`src/sv/alt_pkg.sv`:
```
// ----------------------------------------------------------------------------
// alt_pkg
// shared constants, codes and types of the array list table
// ----------------------------------------------------------------------------
package alt_pkg;

    localparam int CAPACITY = 128;
    localparam int ADDR_W   = $clog2(CAPACITY);
    localparam int CNT_W    = $clog2(CAPACITY + 1);
    localparam int POS_W    = 8;
    localparam int REQ_W    = 3;
    localparam int STAT_W   = 3;
    localparam int DATA_W   = 32;
    localparam int CMP_W    = ((CNT_W > POS_W) ? CNT_W : POS_W) + 1;

    localparam logic [REQ_W-1:0] REQ_CLEAR  = 3'd0;
    localparam logic [REQ_W-1:0] REQ_GET    = 3'd1;
    localparam logic [REQ_W-1:0] REQ_PRED   = 3'd2;
    localparam logic [REQ_W-1:0] REQ_SUCC   = 3'd3;
    localparam logic [REQ_W-1:0] REQ_INSERT = 3'd4;
    localparam logic [REQ_W-1:0] REQ_DELETE = 3'd5;
    localparam logic [REQ_W-1:0] REQ_LOCATE = 3'd6;

    localparam logic [STAT_W-1:0] ST_OK        = 3'd0;
    localparam logic [STAT_W-1:0] ST_BAD_POS   = 3'd1;
    localparam logic [STAT_W-1:0] ST_FULL      = 3'd2;
    localparam logic [STAT_W-1:0] ST_NOT_FOUND = 3'd3;
    localparam logic [STAT_W-1:0] ST_NO_PRED   = 3'd4;
    localparam logic [STAT_W-1:0] ST_NO_SUCC   = 3'd5;

    typedef struct packed {
        logic                     we;
        logic [ADDR_W-1:0]        waddr;
        logic signed [DATA_W-1:0] wdata;
        logic [ADDR_W-1:0]        raddr;
    } t_mem_req;

    typedef struct packed {
        logic [STAT_W-1:0]        status;
        logic signed [DATA_W-1:0] value_out;
        logic [POS_W-1:0]         position_out;
        logic [POS_W-1:0]         list_length;
        logic                     is_empty;
    } t_result;

endpackage

```
`src/sv/alt_mem.sv`:
```
// ----------------------------------------------------------------------------
// alt_mem
// element store: one write port, one registered read port
// ----------------------------------------------------------------------------
module alt_mem (
    input  logic              i_clk,
    input  alt_pkg::t_mem_req i_mem,
    output logic signed [alt_pkg::DATA_W-1:0] o_rdata
);
    import alt_pkg::*;

    logic signed [DATA_W-1:0] r_mem [CAPACITY];

    always_ff @(posedge i_clk) begin
        if (i_mem.we) begin
            r_mem[i_mem.waddr] <= i_mem.wdata;
        end
    end

    always_ff @(posedge i_clk) begin
        o_rdata <= r_mem[i_mem.raddr];
    end

endmodule

```
`config.mk`:
```
export PLATFORM = sky130hd
export DESIGN_NAME = alt_mem
export DESIGN_NICKNAME = d
export VERILOG_FILES = /design/src/sv/alt_pkg.sv /design/src/sv/alt_mem.sv
export SDC_FILE = /design/constraint.sdc
export NUM_CORES = 2
export LEC_CHECK = 0
export BUFFER_PORTS_ARGS = -buffer_cell sky130_fd_sc_hd__clkbuf_2
export CAP_MARGIN = 20
export CORE_MARGIN = 2
export CORE_UTILIZATION = 50
export CTS_CLUSTER_DIAMETER = 60
export DETAILED_ROUTE_END_ITERATION = 10
export PLACE_DENSITY = 0.61
export SETUP_SLACK_MARGIN = 0.1
export SLEW_MARGIN = 10
export SYNTH_ARGS = -nofsm -noshare
export SYNTH_HDL_FRONTEND = slang
export SYNTH_SLANG_ARGS = --single-unit
```
`constraint.sdc`:
```
create_clock -name i_clk -period 5.55 [get_ports i_clk]
set_input_delay 1.665 -clock i_clk [delete_from_list [all_inputs] [get_ports i_clk]]
set_output_delay 1.665 -clock i_clk [all_outputs]
set_load 0.01 [all_outputs]
```
==> results.ini <==
[clock_tree]
clock_tree.buffer_depth=4
clk_pin_slew_ps=60
cts_root_buffer=clkbuf_16
hold_buffers=0
cts_setup_buffers=0
clkLatencyLatePin_ps=980
cts_resized=0
htree_levels=5
clock-sinks=4128
cts_tree=done
cts_buffers=417

[floorplanning]
fp.dieW_um=563
io_pins=80
core.rowCount=205
core_mm2=0.311
die_h_um=563
design.die.area_mm2=0.317
start_util=0.502

[setup_path]
crit_chain=buf_12 > buf_12 > buf_4 > mux4_2 > mux4_2 > mux4_2 > mux2_2
crit_path_top_delay_cell=mux4_2
r2r_slack_ps=2890
rr_startpoint=r_mem[21][14]$_DFFE_PP_
end_kind=register
cp.required_ps=6390
crit_type=in -> reg
reg2reg_depth=4
cp_num_buf_inv=3
critPathMaxStageDelay_ps=710
crit_family=multiplexers
crit_arrival_ps=4910
cp_common_cell=mux4_2
r2r-end=o_rdata[14]$_DFF_P_
critPathMaxFanout=23
startpoint_type=primary input

[yosys]
ys_seq_elements=4128
yosysWarnings=0
synth_area_per_cell_um2=26.1
synth_cell_types=17
seq_area_frac_synth=0.791
synth_fp_nets=6038
netlist_instances=5990
netlist_area_mm2=0.156

[worst_hold_path]
hold_path.class=reg -> reg
hold_depth=4
min_from=r_mem[8][20]$_DFFE_PP_
min_to=o_rdata[20]$_DFF_P_

[detailed_routing]
first_pass_iters=5
vias=72562
drt_iter0_markers=10534
wire_per_inst_um=38.4
ant_nets=0
drcViolationCount=0
viasPerCell=6.56
wl_mm=425

[placed_design]
dp_hpwl_mm=236
preCtsSetupSlack_ps=484
gp_congestion=0.838
placed_area_mm2=0.165
portBuffers=79

[timing]
period_share=0.732
max-slew-margin-rel=0.202
rsz0062_at_grt=no
min_period_ps=4060
final_hold_viol_count=0
fmax_ghz=0.246
report.final.slew_viol_count=0
skew_ps=87.8
setup-tns-final_ps=0
setup_viol=0
fin_ws_ps=1490
worst_pin_slew_ps=1200
fin_hold_ws_ps=1120

[global_route]
overflow=0
grt_pass1_vias=71554
grt_pass1_wl_mm=583
grt_max_degree=98
antenna_found_initial=70
track_usage=0.269

[status]
status=finished clean

[power_and_ir_drop]
power_density_mw_per_mm2=366
p_leak_uw=0.0550
peakVddDrop_mv=0.297
power_uw=65500

[flow_run]
max-cap-violations=0

[final_layout]
drive_above_1_share=0.368
fillers=22048
final_cell_area_mm2=0.179
final_net_count=6582
area_delta_synth_final_pct=14.6

logic make-up (layout without fill, tap and decap cells):
logic type | Yosys count | after routing | share of synthesized area
simple gates | 170 | 170 | 0.00446
other cells | 0 | 42 | 0
buf+inv | 316 | 1207 | 0.00839
mux | 1376 | 1376 | 0.196
flops | 4128 | 4128 | 0.791
routing by layer:
| layer | GRT usage | part of all wire |
|---|---|---|
| met1 | 0.399 | 0.40 |
| met2 | 0.410 | 0.47 |
| met3 | 0.0521 | 0.099 |
| met4 | 0.0817 | 0.031 |
| met5 | 0 | 0.00039 |
how the worst max path moves through the flow:
stage / from / endpoint / cells past startpoint
6_report: i_mem[0] / o_rdata[28]$_DFF_P_ / 7
2_1_floorplan: i_mem[46] / r_mem[98][0]$_DFFE_PP_ / 3
5_1_grt: i_mem[0] / o_rdata[28]$_DFF_P_ / 7
4_1_cts: i_mem[0] / o_rdata[28]$_DFF_P_ / 7
3_5_place_dp: i_mem[0] / o_rdata[28]$_DFF_P_ / 7
3_3_place_gp: i_mem[0] / o_rdata[28]$_DFF_P_ / 7
tightest hold or removal path, delay by kind of cell (launching register included):
family  cells  cell delay (ps)
DFF         1              310
muxes       4              790
Yosys cell counts:
library cell     n  area [um^2]
buf_4            3         22.5
buf_2           79          395
buf_1           50          188
nand2b_1         2         12.5
clkbuf_1       182          683
nand3_1         12         60.1
mux2_2          32          360
nor2b_1          7         43.8
mux4_2        1344        30300
nor3_1           9         45.0
nor2_1         122          458
or3_1            1         6.26
dfxtp_1         32          641
edfxtp_1      4096       123000
nand4_1          3         18.8
nand2_1         14         52.6
buf_6            2         22.5
cell usage in the layout, fill, tap and decap left out:
master,n
nor2b_1,7
clkbuf_16,419
buf_2,1
bufinv_16,35
nand2_1,11
diode_2,42
buf_6,1
nand2_2,3
nor2_4,119
nand3_2,4
inv_6,6
clkinvlp_4,13
clkbuf_8,11
buf_16,2
clkbuf_2,40
nor2_1,3
clkinv_4,4
edfxtp_1,4096
inv_16,5
clkbuf_1,93
or3_1,1
nand2b_1,2
nand3_1,8
clkinv_2,71
buf_8,3
mux4_2,1344
clkinv_1,94
nand4_1,3
clkinv_8,5
buf_4,303
buf_12,91
mux2_2,32
nor3_2,9
clkinv_16,10
dfxtp_1,32
state kept, by name (all words and copies together), names as in the netlist:
signal   cells
r_mem     4096
o_rdata     32
stage by stage:
stage          cells   util
6_report       11063  0.575
5_1_grt        11048  0.575
3_5_place_dp   10252  0.531
3_3_place_gp   10251  0.531
4_1_cts        11018  0.574
2_1_floorplan   5990      -
power by group:
part           leakage [uW]  switching (uW)  internal, uW
Clock               0.00652           11800         15700
Combinational        0.0114            2100          1330
Sequential           0.0371             173         34400
cell type report:
class,count,area [um^2],area share
tap,4140,5180,0.0289
multi-input combinational,1546,32300,0.180
clock inverter,243,2430,0.0136
antenna,42,105,0.000587
clock buffer,523,11000,0.0614
sequential,4128,124000,0.691
timing repair buffer,441,4410,0.0246
Power figures use the tool's default switching activity.
