**config.mk**
```make
export PLATFORM = sky130hd
export DESIGN_NAME = alt_seq_flat
export DESIGN_NICKNAME = d
export VERILOG_FILES = /design/src/sv/alt_pkg.sv /design/src/sv/alt_req_if.sv /design/src/sv/alt_seq.sv /design/src/flat_wrapper.sv
export SDC_FILE = /design/constraint.sdc
export NUM_CORES = 1
export LEC_CHECK = 0
export CORE_UTILIZATION = 40
export CTS_CLUSTER_SIZE = 28
export DETAILED_ROUTE_END_ITERATION = 7
export DONT_BUFFER_PORTS = 1
export PLACE_DENSITY = 0.62
export SYNTH_ARGS = -nofsm -noshare
export SYNTH_HDL_FRONTEND = slang
export SYNTH_SLANG_ARGS = --single-unit
```
**constraint.sdc**
```tcl
create_clock -name i_clk -period 8.7 [get_ports i_clk]
set_clock_uncertainty 0.15 [all_clocks]
set_input_delay 1.74 -clock i_clk [delete_from_list [all_inputs] [get_ports i_clk]]
set_output_delay 1.74 -clock i_clk [all_outputs]
set_load 0.005 [all_outputs]
```
**src/sv/alt_pkg.sv**
```systemverilog
// ----------------------------------------------------------------------------
// alt_pkg
// shared constants, codes and types of the array list table
// ----------------------------------------------------------------------------
package alt_pkg;

    localparam int CAPACITY = 128;
    localparam int ADDR_W   = $clog2(CAPACITY);
    localparam int CNT_W    = $clog2(CAPACITY + 1);
    localparam int POS_W    = 8;
    localparam int REQ_W    = 3;
    localparam int STAT_W   = 3;
    localparam int DATA_W   = 32;
    localparam int CMP_W    = ((CNT_W > POS_W) ? CNT_W : POS_W) + 1;

    localparam logic [REQ_W-1:0] REQ_CLEAR  = 3'd0;
    localparam logic [REQ_W-1:0] REQ_GET    = 3'd1;
    localparam logic [REQ_W-1:0] REQ_PRED   = 3'd2;
    localparam logic [REQ_W-1:0] REQ_SUCC   = 3'd3;
    localparam logic [REQ_W-1:0] REQ_INSERT = 3'd4;
    localparam logic [REQ_W-1:0] REQ_DELETE = 3'd5;
    localparam logic [REQ_W-1:0] REQ_LOCATE = 3'd6;

    localparam logic [STAT_W-1:0] ST_OK        = 3'd0;
    localparam logic [STAT_W-1:0] ST_BAD_POS   = 3'd1;
    localparam logic [STAT_W-1:0] ST_FULL      = 3'd2;
    localparam logic [STAT_W-1:0] ST_NOT_FOUND = 3'd3;
    localparam logic [STAT_W-1:0] ST_NO_PRED   = 3'd4;
    localparam logic [STAT_W-1:0] ST_NO_SUCC   = 3'd5;

    typedef struct packed {
        logic                     we;
        logic [ADDR_W-1:0]        waddr;
        logic signed [DATA_W-1:0] wdata;
        logic [ADDR_W-1:0]        raddr;
    } t_mem_req;

    typedef struct packed {
        logic [STAT_W-1:0]        status;
        logic signed [DATA_W-1:0] value_out;
        logic [POS_W-1:0]         position_out;
        logic [POS_W-1:0]         list_length;
        logic                     is_empty;
    } t_result;

endpackage

```
**src/sv/alt_req_if.sv**
```systemverilog
// ----------------------------------------------------------------------------
// alt_req_if
// request channel of the array list table
// ----------------------------------------------------------------------------
interface alt_req_if;
    import alt_pkg::*;

    logic                     valid;
    logic                     ready;
    logic [REQ_W-1:0]         req_type;
    logic [POS_W-1:0]         position;
    logic signed [DATA_W-1:0] item_value;

    modport source (output valid, output req_type, output position, output item_value,
                    input ready);
    modport sink   (input valid, input req_type, input position, input item_value,
                    output ready);
endinterface

```
**src/sv/alt_seq.sv**
```systemverilog
// ----------------------------------------------------------------------------
// alt_seq
// request sequencer: range checks, pipelined scan and shift over the store
// ----------------------------------------------------------------------------
module alt_seq (
    input  logic               i_clk,
    input  logic               i_rst_n,
    alt_req_if.sink            i_req,
    output alt_pkg::t_mem_req  o_mem,
    input  logic signed [alt_pkg::DATA_W-1:0] i_rdata,
    output logic               o_res_valid,
    input  logic               i_res_ready,
    output alt_pkg::t_result   o_res
);
    import alt_pkg::*;

    localparam logic [2:0] S_IDLE  = 3'd0;
    localparam logic [2:0] S_SCAN  = 3'd1;
    localparam logic [2:0] S_READ  = 3'd2;
    localparam logic [2:0] S_FETCH = 3'd3;
    localparam logic [2:0] S_SHUP  = 3'd4;
    localparam logic [2:0] S_PUT   = 3'd5;
    localparam logic [2:0] S_SHDN  = 3'd6;
    localparam logic [2:0] S_RESP  = 3'd7;

    logic [2:0]               r_state, n_state;
    logic [CNT_W-1:0]         r_cnt, n_cnt;
    logic [CNT_W-1:0]         r_idx, n_idx;
    logic [ADDR_W-1:0]        r_wt, n_wt;
    logic                     r_chk, n_chk;
    logic [REQ_W-1:0]         r_req, n_req;
    logic [CMP_W-1:0]         r_pos, n_pos;
    logic signed [DATA_W-1:0] r_val, n_val;
    logic [ADDR_W-1:0]        r_addr, n_addr;
    logic [STAT_W-1:0]        r_status, n_status;
    logic signed [DATA_W-1:0] r_vout, n_vout;
    logic [POS_W-1:0]         r_pout, n_pout;

    logic             accept;
    logic [CMP_W-1:0] in_pos;
    logic [CMP_W-1:0] in_pos_m1;
    logic [CMP_W-1:0] cnt_x;
    logic [CMP_W-1:0] pos_m1;
    logic [CMP_W-1:0] idx_x;
    logic [CNT_W-1:0] idx_m1;
    logic [CNT_W-1:0] idx_m2;
    logic             hit;

    assign i_req.ready = (r_state == S_IDLE);
    assign accept      = i_req.valid && i_req.ready;
    assign in_pos      = CMP_W'(i_req.position);
    assign in_pos_m1   = in_pos - CMP_W'(1);
    assign cnt_x       = CMP_W'(r_cnt);
    assign pos_m1      = r_pos - CMP_W'(1);
    assign idx_x       = CMP_W'(r_idx);
    assign idx_m1      = r_idx - CNT_W'(1);
    assign idx_m2      = r_idx - CNT_W'(2);
    assign hit         = r_chk && (i_rdata == r_val);

    always_comb begin
        n_state  = r_state;
        n_cnt    = r_cnt;
        n_idx    = r_idx;
        n_wt     = r_wt;
        n_chk    = r_chk;
        n_req    = r_req;
        n_pos    = r_pos;
        n_val    = r_val;
        n_addr   = r_addr;
        n_status = r_status;
        n_vout   = r_vout;
        n_pout   = r_pout;
        o_mem.we    = 1'b0;
        o_mem.waddr = r_wt;
        o_mem.wdata = i_rdata;
        o_mem.raddr = r_addr;

        unique case (r_state)
            S_IDLE: begin
                if (accept) begin
                    n_req    = i_req.req_type;
                    n_pos    = in_pos;
                    n_val    = i_req.item_value;
                    n_status = ST_OK;
                    n_vout   = '0;
                    n_pout   = '0;
                    n_idx    = '0;
                    n_chk    = 1'b0;
                    n_state  = S_RESP;
                    case (i_req.req_type)
                        REQ_CLEAR: begin
                            n_cnt = '0;
                        end
                        REQ_GET: begin
                            if (in_pos == '0 || in_pos > cnt_x) begin
                                n_status = ST_BAD_POS;
                            end else begin
                                n_addr  = in_pos_m1[ADDR_W-1:0];
                                n_state = S_READ;
                            end
                        end
                        REQ_PRED, REQ_SUCC, REQ_LOCATE: begin
                            n_state = S_SCAN;
                        end
                        REQ_INSERT: begin
                            if (in_pos == '0 || in_pos > cnt_x + CMP_W'(1)) begin
                                n_status = ST_BAD_POS;
                            end else if (cnt_x >= CMP_W'(CAPACITY)) begin
                                n_status = ST_FULL;
                            end else begin
                                n_idx   = r_cnt;
                                n_state = S_SHUP;
                            end
                        end
                        REQ_DELETE: begin
                            if (in_pos == '0 || in_pos > cnt_x) begin
                                n_status = ST_BAD_POS;
                            end else begin
                                n_idx   = in_pos[CNT_W-1:0];
                                n_state = S_SHDN;
                            end
                        end
                        default: begin
                        end
                    endcase
                end
            end
            S_SCAN: begin
                o_mem.raddr = r_idx[ADDR_W-1:0];
                if (hit) begin
                    n_chk   = 1'b0;
                    n_state = S_RESP;
                    case (r_req)
                        REQ_LOCATE: begin
                            n_pout = idx_x[POS_W-1:0];
                        end
                        REQ_PRED: begin
                            if (r_idx == CNT_W'(1)) begin
                                n_status = ST_NO_PRED;
                            end else begin
                                n_addr  = idx_m2[ADDR_W-1:0];
                                n_state = S_READ;
                            end
                        end
                        default: begin
                            if (r_idx >= r_cnt) begin
                                n_status = ST_NO_SUCC;
                            end else begin
                                n_addr  = r_idx[ADDR_W-1:0];
                                n_state = S_READ;
                            end
                        end
                    endcase
                end else if (r_idx >= r_cnt) begin
                    n_chk    = 1'b0;
                    n_status = ST_NOT_FOUND;
                    n_state  = S_RESP;
                end else begin
                    n_idx = r_idx + CNT_W'(1);
                    n_chk = 1'b1;
                end
            end
            S_READ: begin
                n_state = S_FETCH;
            end
            S_FETCH: begin
                n_vout  = i_rdata;
                n_state = S_RESP;
            end
            S_SHUP: begin
                o_mem.we    = r_chk;
                o_mem.raddr = idx_m1[ADDR_W-1:0];
                if (idx_x >= r_pos) begin
                    n_wt  = r_idx[ADDR_W-1:0];
                    n_idx = idx_m1;
                    n_chk = 1'b1;
                end else begin
                    n_chk   = 1'b0;
                    n_state = S_PUT;
                end
            end
            S_PUT: begin
                o_mem.we    = 1'b1;
                o_mem.waddr = pos_m1[ADDR_W-1:0];
                o_mem.wdata = r_val;
                n_cnt       = r_cnt + CNT_W'(1);
                n_state     = S_RESP;
            end
            S_SHDN: begin
                o_mem.we    = r_chk;
                o_mem.raddr = r_idx[ADDR_W-1:0];
                if (r_idx < r_cnt) begin
                    n_wt  = idx_m1[ADDR_W-1:0];
                    n_idx = r_idx + CNT_W'(1);
                    n_chk = 1'b1;
                end else begin
                    n_chk   = 1'b0;
                    n_cnt   = r_cnt - CNT_W'(1);
                    n_state = S_RESP;
                end
            end
            S_RESP: begin
                if (i_res_ready) begin
                    n_state = S_IDLE;
                end
            end
            default: begin
                n_state = S_IDLE;
            end
        endcase
    end

    always_ff @(posedge i_clk) begin
        if (!i_rst_n) begin
            r_state <= S_IDLE;
            r_cnt   <= '0;
            r_chk   <= 1'b0;
        end else begin
            r_state <= n_state;
            r_cnt   <= n_cnt;
            r_chk   <= n_chk;
        end
    end

    always_ff @(posedge i_clk) begin
        r_idx    <= n_idx;
        r_wt     <= n_wt;
        r_req    <= n_req;
        r_pos    <= n_pos;
        r_val    <= n_val;
        r_addr   <= n_addr;
        r_status <= n_status;
        r_vout   <= n_vout;
        r_pout   <= n_pout;
    end

    assign o_res_valid        = (r_state == S_RESP);
    assign o_res.status       = r_status;
    assign o_res.value_out    = r_vout;
    assign o_res.position_out = r_pout;
    assign o_res.list_length  = cnt_x[POS_W-1:0];
    assign o_res.is_empty     = (r_cnt == '0);

    a_cnt_bound: assert property (@(posedge i_clk) disable iff (!i_rst_n)
        r_cnt <= CNT_W'(CAPACITY))
        else $error("entry count above capacity");

    a_busy_after_accept: assert property (@(posedge i_clk) disable iff (!i_rst_n)
        accept |=> (r_state != S_IDLE))
        else $error("sequencer idle right after a request beat");

    a_clear_empties: assert property (@(posedge i_clk) disable iff (!i_rst_n)
        (accept && i_req.req_type == REQ_CLEAR) |=> (r_cnt == '0))
        else $error("clear left entries behind");

    a_write_states: assert property (@(posedge i_clk) disable iff (!i_rst_n)
        o_mem.we |-> (r_state == S_SHUP || r_state == S_SHDN || r_state == S_PUT))
        else $error("store written outside insert or delete");

endmodule

```
**src/flat_wrapper.sv**
```systemverilog
// flat-port wrapper written by rule: the top's interface ports become plain ports
module alt_seq_flat import alt_pkg::*;
  (i_clk, i_rst_n, o_mem, i_rdata, o_res_valid, i_res_ready, o_res, i_req_valid, i_req_req_type, i_req_position, i_req_item_value, i_req_ready);
  alt_req_if i_req_i ();
  input  logic i_clk;
  input  logic i_rst_n;
  output alt_pkg::t_mem_req o_mem;
  input  logic signed [alt_pkg::DATA_W-1:0] i_rdata;
  output logic o_res_valid;
  input  logic i_res_ready;
  output alt_pkg::t_result o_res;
  input wire logic [$bits(i_req_i.valid)-1:0] i_req_valid;
  input wire logic [$bits(i_req_i.req_type)-1:0] i_req_req_type;
  input wire logic [$bits(i_req_i.position)-1:0] i_req_position;
  input wire logic [$bits(i_req_i.item_value)-1:0] i_req_item_value;
  output wire logic [$bits(i_req_i.ready)-1:0] i_req_ready;
  assign i_req_i.valid = i_req_valid;
  assign i_req_i.req_type = i_req_req_type;
  assign i_req_i.position = i_req_position;
  assign i_req_i.item_value = i_req_item_value;
  assign i_req_ready = i_req_i.ready;
  alt_seq u_core (.i_clk(i_clk), .i_rst_n(i_rst_n), .i_req(i_req_i), .o_mem(o_mem), .i_rdata(i_rdata), .o_res_valid(o_res_valid), .i_res_ready(i_res_ready), .o_res(o_res));
endmodule
```
==> impl_metrics.ini <==
[run_status]
status = finished clean

[yosys]
ys_ff_latch = 120
synth_flop_cell = edfxtp_1
yosysSeqAreaShare_pct = 45.86
synth_area_leaders = edfxtp_1 (43%), ha_1 (8.1%), xnor2_1 (6.1%)
ys_types = 68
synthCells = 717
synth_edf_count = 108
yosysWarnings = 0
yosys.area.top_type = edfxtp_1
ys_async_sr_fraction_pct = 0
postSynthAreaPerCell_sq_um = 10.59
syn-num-nets = 846
netlist_area_sq_um = 7596
yosys.area.top_type_share_pct = 42.69

[setup_path]
cp.required_ns = 6.81
crit_chain = nor2b_1, nand2_1, clkinv_1, nor2_1, o21ai_0, a221o_1
crit_slowest_cell = nor2_1
cp.arrival_ns = 3.54
endpoint_kind = output port
cp-start-kind = flip-flop
crit_path_max_fanout = 20
worst-setup-path-type = reg2out
critPathMaxStageDelay_ns = 0.85

[grt]
grt_overflow_total = 0
grt_start_max_net_pins = 41
grt_usage_pct = 23.29
grt_pass1_wl_um = 34140
grt_antenna_before_repair = 0
grt_pass1_vias = 5910

[cts]
insertion_delay_ns = 0.43
cts_resized = 0
clock_path_buffers = 2
cts_buffers = 17
clkTransAtPathRegs_ns = 0.07
post_cts_buffers = 0
holdBufCountCts = 0
cts.sinks = 120
cts-root-buf = clkbuf_16
h-tree-depth = 4
cts_tree = built

[finish]
multi_input_area_sq_um = 3866
drive_gt1_share_pct = 11.57
ff_latch_area_sq_um = 3483
fin_cells = 960
fillers = 1726
layout.nets = 842
antennaDiodeCount = 0
areaGrowthSynthToFinish_pct = 10.54
final_util_pct = 45.04

[detailed_routing]
drt_iter0_drc = 406
route.met3.wl_um = 1724
wl_met1_um = 9311
drc = 0
antenna_left = 0
routed.top_layer = met4
vias = 5773
drt-total-wl_um = 22320
firstDrtPassIters = 7
wl_met2_um = 10570
routedWlPerCell_um = 23.25
via_per_inst = 6.014

[floorplanning]
dieWidth_um = 139.8
io_pins = 180
die_y_um = 139.8
rows = 50
die_area_sq_um = 19550
core_sq_um = 18640
initial_core_util_pct = 40.74

[power]
power_density_nw_per_um2 = 314.0
p_leak_nw = 3.016
seq_power_share_pct = 39.8
finalPower_w = 0.002637
power.internal_w = 0.001575
p_comb_share_pct = 34.1
p_sw_share_pct = 40.26
switchingPower_w = 0.001062
ir_drop_mv = 0.1955
pwr-share-clk_pct = 26.1

[timing]
timing.final.hold_violations = 0
period_minus_slack_ns = 5.434
setup_viol = 0
rsz0062_at_grt = false
relSlewSlack_pct = 11.92
maxSlewViolCount = 0
fmax_ghz = 0.1840
tightest_slew_ns = 1.317
finalCritPeriodShare_pct = 62.46
tns_ns = 0

[place]
gp_congestion = 0.9142
numPortBuffers = 0
dp.cells = 928
hpwl_um = 16770

[hold_path]
worstHoldPathType = reg2reg

[flow_run]
cap_violations = 0
==> power groups by stage <==
stage          clock network (W)  registers, W  logic, W
2_1_floorplan                  0      0.000960  0.000693
3_3_place_gp                   0       0.00105  0.000870
3_5_place_dp                   0       0.00106  0.000889
4_1_cts                 0.000698       0.00105  0.000895
5_1_grt                 0.000722       0.00107  0.000991
6_report                0.000689       0.00105  0.000899
==> per-layer routing <==
layer  vias up  GRT usage, %
met4         0         10.58
met5         -             0
li1       2669             -
met2       256         37.92
met3        49         6.986
met1      2799         28.34
==> placed cells by master (no fill, tap or decap), types with 5 or more instances in the layout <==
cell       synthesis  layout
buf_4              0       5
o211ai_1          12      12
nand4_1           15      15
edfxtp_1         108     108
a31oi_1            6       6
a21oi_1           39      39
dfxtp_1           12      12
mux2_2            32      32
nand3_1           27      27
inv_6              0       5
clkbuf_16          0      17
and3_1            13      13
a22oi_1            5       5
nand2b_1          13      13
xnor2_1           53      53
nor4_1             8       8
nand2_1           48      48
ha_1              49      49
inv_8              0       5
inv_1             37      36
o21ai_0           32      31
xor2_1             9       9
nor2_1            36      36
and2_1            36      36
nor3_1            13      13
==> synth_stat cells (6+ instances only) <==
| cell type | count |
|---|---|
| nand4_1 | 15 |
| ha_1 | 49 |
| a21oi_1 | 39 |
| inv_1 | 37 |
| xnor2_1 | 53 |
| nand2b_1 | 13 |
| nand3_1 | 27 |
| clkbuf_1 | 25 |
| edfxtp_1 | 108 |
| and2_1 | 36 |
| xor2_1 | 9 |
| nor4_1 | 8 |
| mux2_2 | 32 |
| nand2_1 | 48 |
| dfxtp_1 | 12 |
| o21ai_0 | 32 |
| a31oi_1 | 6 |
| nor3_1 | 13 |
| o211ai_1 | 12 |
| nor2_1 | 36 |
| and3_1 | 13 |
==> final cells by class <==
type	instances	share of cell area, %
multi-input combinational	531	46.04
sequential	120	41.48
clock buffer	17	5.066
tap	234	3.487
clock inverter	15	1.773
inverter	38	1.699
timing repair buffer	5	0.4470
==> state kept, by name, summed over array words and instances (netlist names), 3 cells and up <==
signal,cells
u_core.r_idx,8
u_core.r_vout,32
u_core.r_addr,7
u_core.r_status,3
u_core.r_req,3
u_core.r_cnt,8
u_core.r_wt,7
u_core.r_pos,8
u_core.r_pout,8
u_core.r_state,3
u_core.r_val,32
==> worst paths after layout <==
| path | startpoint | to | slack [ns] | cells after the start |
|---|---|---|---|---|
| max reg2reg | u_core.r_state[0] | u_core.r_cnt[7] | 4.57 | 9 |
| min | u_core.r_cnt[4] | u_core.r_cnt[4] | 0.47 | 2 |
| min reg2reg | u_core.r_cnt[4] | u_core.r_cnt[4] | 0.47 | 2 |
| max | u_core.r_state[0] | o_mem[5] | 3.27 | 6 |
==> stage by stage <==
stage,area [sq um],hold WS (ns),setup slack (ns)
floorplan,7596,0.3755,4.459
global placement,7823,0.4460,3.953
detailed placement,7823,0.4439,3.783
CTS,8397,0.4582,3.320
global route,8397,0.5192,3.047
finish,8397,0.4721,3.266
==> cell families (layout without fill, tap and decap cells) <==
| group | Yosys count | count (layout) | share of synthesized area, % |
|---|---|---|---|
| adders and majority gates | 50 | 50 | 8.335 |
| xor gates and xnor gates | 62 | 62 | 7.149 |
| buffers and inverters | 66 | 75 | 3.393 |
| DFF | 120 | 120 | 45.86 |
| AOI/OAI and AO/OA | 151 | 151 | 13.95 |
| and+or+nand+nor | 235 | 235 | 16.44 |
| muxes | 33 | 33 | 4.876 |
==> critical path: cells and delay by family, from the launching register on <==
kind / cells / cell delay (ns)
simple gates: 3 / 1.31
buf+inv: 1 / 0.49
compound gates: 2 / 0.64
flops: 1 / 0.67
Power figures use the tool's default switching activity.
